$ cat src/sv/hcc_pkg.sv
// Shared constants for the histogram count cutoff block.
// No dependencies.
package hcc_pkg;
    localparam logic CMD_RANGE = 1'b0;
    localparam logic CMD_BIN   = 1'b1;
    localparam logic [1:0] CFG_NUM_BINS  = 2'd0;
    localparam logic [1:0] CFG_TOP_COUNT = 2'd1;
    localparam logic [10:0] NUM_BINS_RESET  = 11'd100;
    localparam logic [31:0] TOP_COUNT_RESET = 32'd1000;
    localparam logic [31:0] COUNT_MAX = 32'hFFFF_FFFF;
endpackage

$ cat src/sv/hcc_divider.sv
// Restoring unsigned divider, one quotient bit per cycle.
// Uses hcc_pkg.
module hcc_divider
    import hcc_pkg::*;
#(
    parameter int NW = 48,
    parameter int DW = 33
)
(
    input  logic          clk,
    input  logic          rst_n,
    input  logic          start,
    input  logic [NW-1:0] numer,
    input  logic [DW-1:0] denom,
    output logic          done,
    output logic [NW-1:0] quot
);
    localparam int CW = $clog2(NW + 1);
    logic [NW-1:0] q_reg;
    logic [DW:0]   r_reg;
    logic [DW-1:0] d_reg;
    logic [CW-1:0] cnt_reg;
    logic          busy_reg;
    logic          done_reg;
    logic [DW:0]   r_shift;
    logic [DW:0]   r_sub;

    assign r_shift = {r_reg[DW-1:0], q_reg[NW-1]};
    assign r_sub   = r_shift - {1'b0, d_reg};

    always_ff @(posedge clk or negedge rst_n)
    begin
        if (!rst_n)
        begin
            busy_reg <= 1'b0;
            done_reg <= 1'b0;
            cnt_reg  <= '0;
        end
        else
        begin
            done_reg <= 1'b0;
            if (start)
            begin
                busy_reg <= 1'b1;
                cnt_reg  <= CW'(NW);
            end
            else if (busy_reg)
            begin
                cnt_reg <= cnt_reg - 1'b1;
                if (cnt_reg == CW'(1))
                begin
                    busy_reg <= 1'b0;
                    done_reg <= 1'b1;
                end
            end
        end
    end

    always_ff @(posedge clk)
    begin
        if (start)
        begin
            q_reg <= numer;
            r_reg <= '0;
            d_reg <= denom;
        end
        else if (busy_reg)
        begin
            if (!r_sub[DW])
            begin
                r_reg <= r_sub;
                q_reg <= {q_reg[NW-2:0], 1'b1};
            end
            else
            begin
                r_reg <= r_shift;
                q_reg <= {q_reg[NW-2:0], 1'b0};
            end
        end
    end

    assign done = done_reg;
    assign quot = q_reg;
endmodule
$ cat config.mk
export PLATFORM = sky130hd
export DESIGN_NAME = hcc_divider
export DESIGN_NICKNAME = d
export VERILOG_FILES = /design/src/sv/hcc_pkg.sv /design/src/sv/hcc_divider.sv
export SDC_FILE = /design/constraint.sdc
export NUM_CORES = 1
export LEC_CHECK = 0
export ABC_AREA = 0
export BUFFER_PORTS_ARGS = -buffer_cell sky130_fd_sc_hd__buf_4
export CORE_UTILIZATION = 40
export CTS_BUF_LIST = sky130_fd_sc_hd__clkbuf_8
export CTS_CLUSTER_SIZE = 40
export DETAILED_ROUTE_END_ITERATION = 6
export PLACE_DENSITY = 0.67
export SETUP_SLACK_MARGIN = 0.3
export SYNTH_ARGS = -nofsm -noshare
export SYNTH_HDL_FRONTEND = slang
export SYNTH_SLANG_ARGS = --single-unit
$ cat constraint.sdc
create_clock -name clk -period 3.54 [get_ports clk]
set_input_delay 0.708 -clock clk [delete_from_list [all_inputs] [get_ports clk]]
set_output_delay 0.708 -clock clk [all_outputs]
set_load 0.005 [all_outputs]
==> Word-level counts from Yosys, hierarchy flattened <==
Index checks and enable logic that the tools add are counted.
{ "totals": {"romBits": 0, "ramBits": 0, "reg_bits": 122, "latchBits": 0, "mem_count": 0, "output_inout_bits": 49} }
{ "op_classes": {"div": 0, "n_bitwise": 0, "shift": 0, "n_eq_ne": 1, "order_cmp": 0, "addsub": 2, "mux": 12, "n_reduce_logical": 1, "multipliers": 0} }
{ "ops": {"columns": ["operator", "count"], "rows": [
  ["two-way mux 48 bit", 2],
  ["subtractor 34 x 33 -> 34 bit", 1],
  ["two-way mux 33 bit", 1],
  ["two-way mux 6 bit", 2],
  ["two-way mux 1 bit", 7],
  ["== test 6 x 1 -> 1 bit (second input constant)", 1],
  ["subtractor 6 x 1 -> 6 bit (second input constant)", 1],
  ["nonzero test 2 bit", 1]
]} }

==> Longest topological paths before layout <==
{ "logic_depth": {"ltp_word": 4, "mapped_depth": 14, "depth_no_buf": 12} }

==> Worst setup path after synthesis <==
OpenSTA, ideal clock, no wires.
{ "synth_timing": {"kind": "reg-to-reg", "start": "reg d_reg[26]", "end": "reg r_reg[25]", "synth_period_minus_slack_ns": 2.863, "setup_slack_ns": 0.677, "setup_time_ns": 0.091, "stages_incl_launch_ff": 15, "n_path_buf": 3, "arrival_ns": 2.772, "cell_sequence": "edfxtp_1 -> inv_1 -> ha_1 -> buf_6 -> a21oi_2 -> o21ai_2 -> a221o_1 -> a31oi_2 -> mux2_4 -> a41oi_2 -> and2_4 -> buf_6 -> buf_4 -> nand2_1 -> a311oi_1"} }
{ "synth_between": {"elab_chain_len": 2} }
{ "synth_lines": {"columns": ["item", "line_no", "text"], "rows": [
  ["from (decl)", "hcc_divider.sv:21", "logic [DW-1:0] d_reg;"],
  ["from (signal assigned)", "hcc_divider.sv:65", "d_reg <= denom;"],
  ["subtractor 34 x 33 -> 34 bit", "hcc_divider.sv:29", "assign r_sub = r_shift - {1'b0, d_reg};"],
  ["two-way mux 33 bit", "hcc_divider.sv:69", "if (!r_sub[DW])"],
  ["to (signal assigned)", "hcc_divider.sv:71", "r_reg <= r_sub;"],
  ["to (signal assigned)", "hcc_divider.sv:76", "r_reg <= r_shift;"],
  ["to (decl)", "hcc_divider.sv:20", "logic [DW:0] r_reg;"]
]} }
No other way between the ends.
A chain may end at the register's enable or synchronous reset.

==> Final worst setup path <==
{ "layout_timing": {"start": "reg d_reg[26]", "end": "reg r_reg[27]"} }
The elaborated chain is that of the path after synthesis.

==> run summary <==
total wire length = 16300 um
status = complete, no violations
Reg2Reg Launch Point = d_reg[26]
syn nets = 758
WP depth = 12
placed inst area = 0.00799 mm^2
# hold bufs at CTS = 0
Starting Density = 41.0%
# IOs = 133
WL/cell = 16.1 um
WS Path Type = flip-flop to flip-flop
switching share of power = 40.7%
most frequent cells in the layout = buf_4, edfxtp_1, nand2_1
critical path's top delay family = compound AO/OA/AOI/OAI gates
Pwr Density = 759 mW/mm^2
Clock Skew = 0.0144 ns
cell mode on critical path = nand2_1
Final nets = 896
Critical Path Start Type = flip-flop
# Max-Cap Violations = 0
Tcrit/Tclk final = 87.6%
largest area contributor in the netlist = edfxtp_1
post-place setup slack = 0.303 ns
Post-synth EDFFs = 81
clock sinks = 122
highest-delay cell along the critical path = ha_1
DRC = 0
post-synthesis sequential area ratio = 48.4%
DR iter-0 viols = 270
gpl congestion = 0.887
antenna violations before repair = 0
Worst Hold Class = input port to async pin
combinational share of power = 50.6%
Placed Cells = 969
Cell Rows = 47
top post-synthesis cells by area = edfxtp_1, dfxtp_1, mux2_2
post-route insts no fill = 1008
Via Count = 5337
RSZ-0062 raised after global routing = no
Diodes inserted = 0
IO buf count = 132
die span in x = 132 um
Crit path buffers/inverters = 2
fmax = 322 MHz
share of cells above drive strength 1 = 31.3%
final-report hold violation count = 0
grt ovf = 0
cells on worst reg2reg path = 12
CP Cell Sequence = inv_1 -> ha_1 -> a21oi_2 -> o21ai_2 -> a221o_1 -> a31oi_4 -> mux2_4 -> a41oi_4 -> nand2_1 -> buf_4 -> nand2_1 -> o211ai_1
clk_lat worst skew = 0.46 ns
max reg flops = 48
setup TNS = 0 ns
CP max FO = 8
Leakage = 3.59 nW
Final Max Tran Viols = 0
vias per inst = 5.29
Final Worst Setup Slack = 0.438 ns
global-route wire length before repair = 26300 um
Synth Flop Type = edfxtp_1
Clock Power Share = 17.0%
final hold slack = 0.0523 ns
top cell type's share of synthesized area = 35.8%
antenna violation net count after detailed routing = 0
CTS root buf = clkbuf_8
Area Overhead vs Synth = 24.1%
worst-margin pin slew = 0.994 ns
CTS tree = built
die area = 0.0175 mm^2
DP HPWL = 11200 um
design area = 0.00844 mm^2
post-synthesis async set-or-reset flop share = 6.56%
synth unique cells = 65
Critical R2R Capture = r_reg[27]
Worst setup EP type = flip-flop
largest net degree at the start of global routing = 91
sequential share of power = 32.4%
gr usage total = 19.0%
minimum clock period after layout = 3.10 ns
Die Y-Extent = 132 um
CP required = 3.87 ns
core footprint = 0.0166 mm^2
Slew headroom = 33.6%
fillers = 1572
CP arrival = 3.43 ns
drt first pass iters = 4
internal power = 3.80 mW
VDD IR max = 0.000650 V
flop2flop setup slack = 0.44 ns
clock tree buffer depth = 2
Synth Instances = 638
post-synthesis cell area = 0.00680 mm^2
CTS Buf Count = 17
worst setup path startpoint = d_reg[26]
slowest stage delay, CP = 0.38 ns
most common cell after layout, fill and taps aside = buf_4
Yosys reg bits = 122
NetSw = 2.61 mW
Synthesis Warnings = 0
Clk pin slew, worst setup/hold paths = 0.08 ns
vias in the first global route = 5336
mean area per synthesized cell = 10.7 um^2
H-Tree Depth = 4
Setup Viol. Count Final = 0
-- metal layers --
metal,wire length (um),up-vias,GRT usage [%]
met5,0,-,0
li1,-,2625,-
met3,1360,21,7.42
met2,7360,164,28.7
met4,247,0,6.70
met1,7310,2527,24.6
-- stage by stage --
stage | power [mW] | util [%]
2_1_floorplan | 4.33 | -
3_3_place_gp | 4.96 | 48.2
3_5_place_dp | 5.01 | 48.2
4_1_cts | 6.12 | 50.2
5_1_grt | 6.86 | 50.9
6_report | 6.41 | 50.9
-- Yosys cell counts, drive strengths merged, types with 12 or more instances --
cell	count
a21oi	32
a311oi	17
clkbuf	17
dfxtp	33
edfxtp	81
ha	35
inv	43
mux2	49
nand2	64
nor2	52
o21a	12
o21ai	30
xnor2	16
-- power groups by stage --
stage                     clock network [mW]  registers, mW  logic [mW]
after floorplan                            0           2.04        2.29
after global placement                     0           2.08        2.87
after detailed placement                   0           2.09        2.92
after CTS                               1.12           2.07        2.93
after global routing                    1.18           2.12        3.57
final                                   1.09           2.07        3.24
-- logic make-up (layout without fill, tap and decap cells) --
family	count (synthesis)	in the layout	share of synthesized area, %
simple gates	176	178	11.9
compound gates	152	152	16.1
flops	122	122	48.4
buf+inv	71	219	4.47
mux	58	58	9.49
fa+ha+maj	36	36	6.73
xor+xnor	23	23	2.96
-- final cells by class --
class / count / area, um^2 / share of cell area, %
tap: 220 / 275 / 3.26
sequential: 122 / 3290 / 39.0
timing repair buffer: 145 / 1100 / 13.1
clock buffer: 17 / 234 / 2.77
clock inverter: 14 / 100 / 1.19
multi-input combinational: 447 / 3270 / 38.7
inverter: 43 / 161 / 1.91
-- worst max-delay path by stage --
stage	to	slack (ns)
after CTS	r_reg[8]	0.30
final	r_reg[27]	0.44
after floorplan	r_reg[25]	0.68
after detailed placement	r_reg[8]	0.30
after global routing	r_reg[29]	0.31
after global placement	r_reg[8]	0.41
-- timing repair --
action	CTS	global route
gates resized for setup	0	10
endpoints found under the setup margin	0	31
setup buffers	0	6
(Power assumes the default switching activity.)
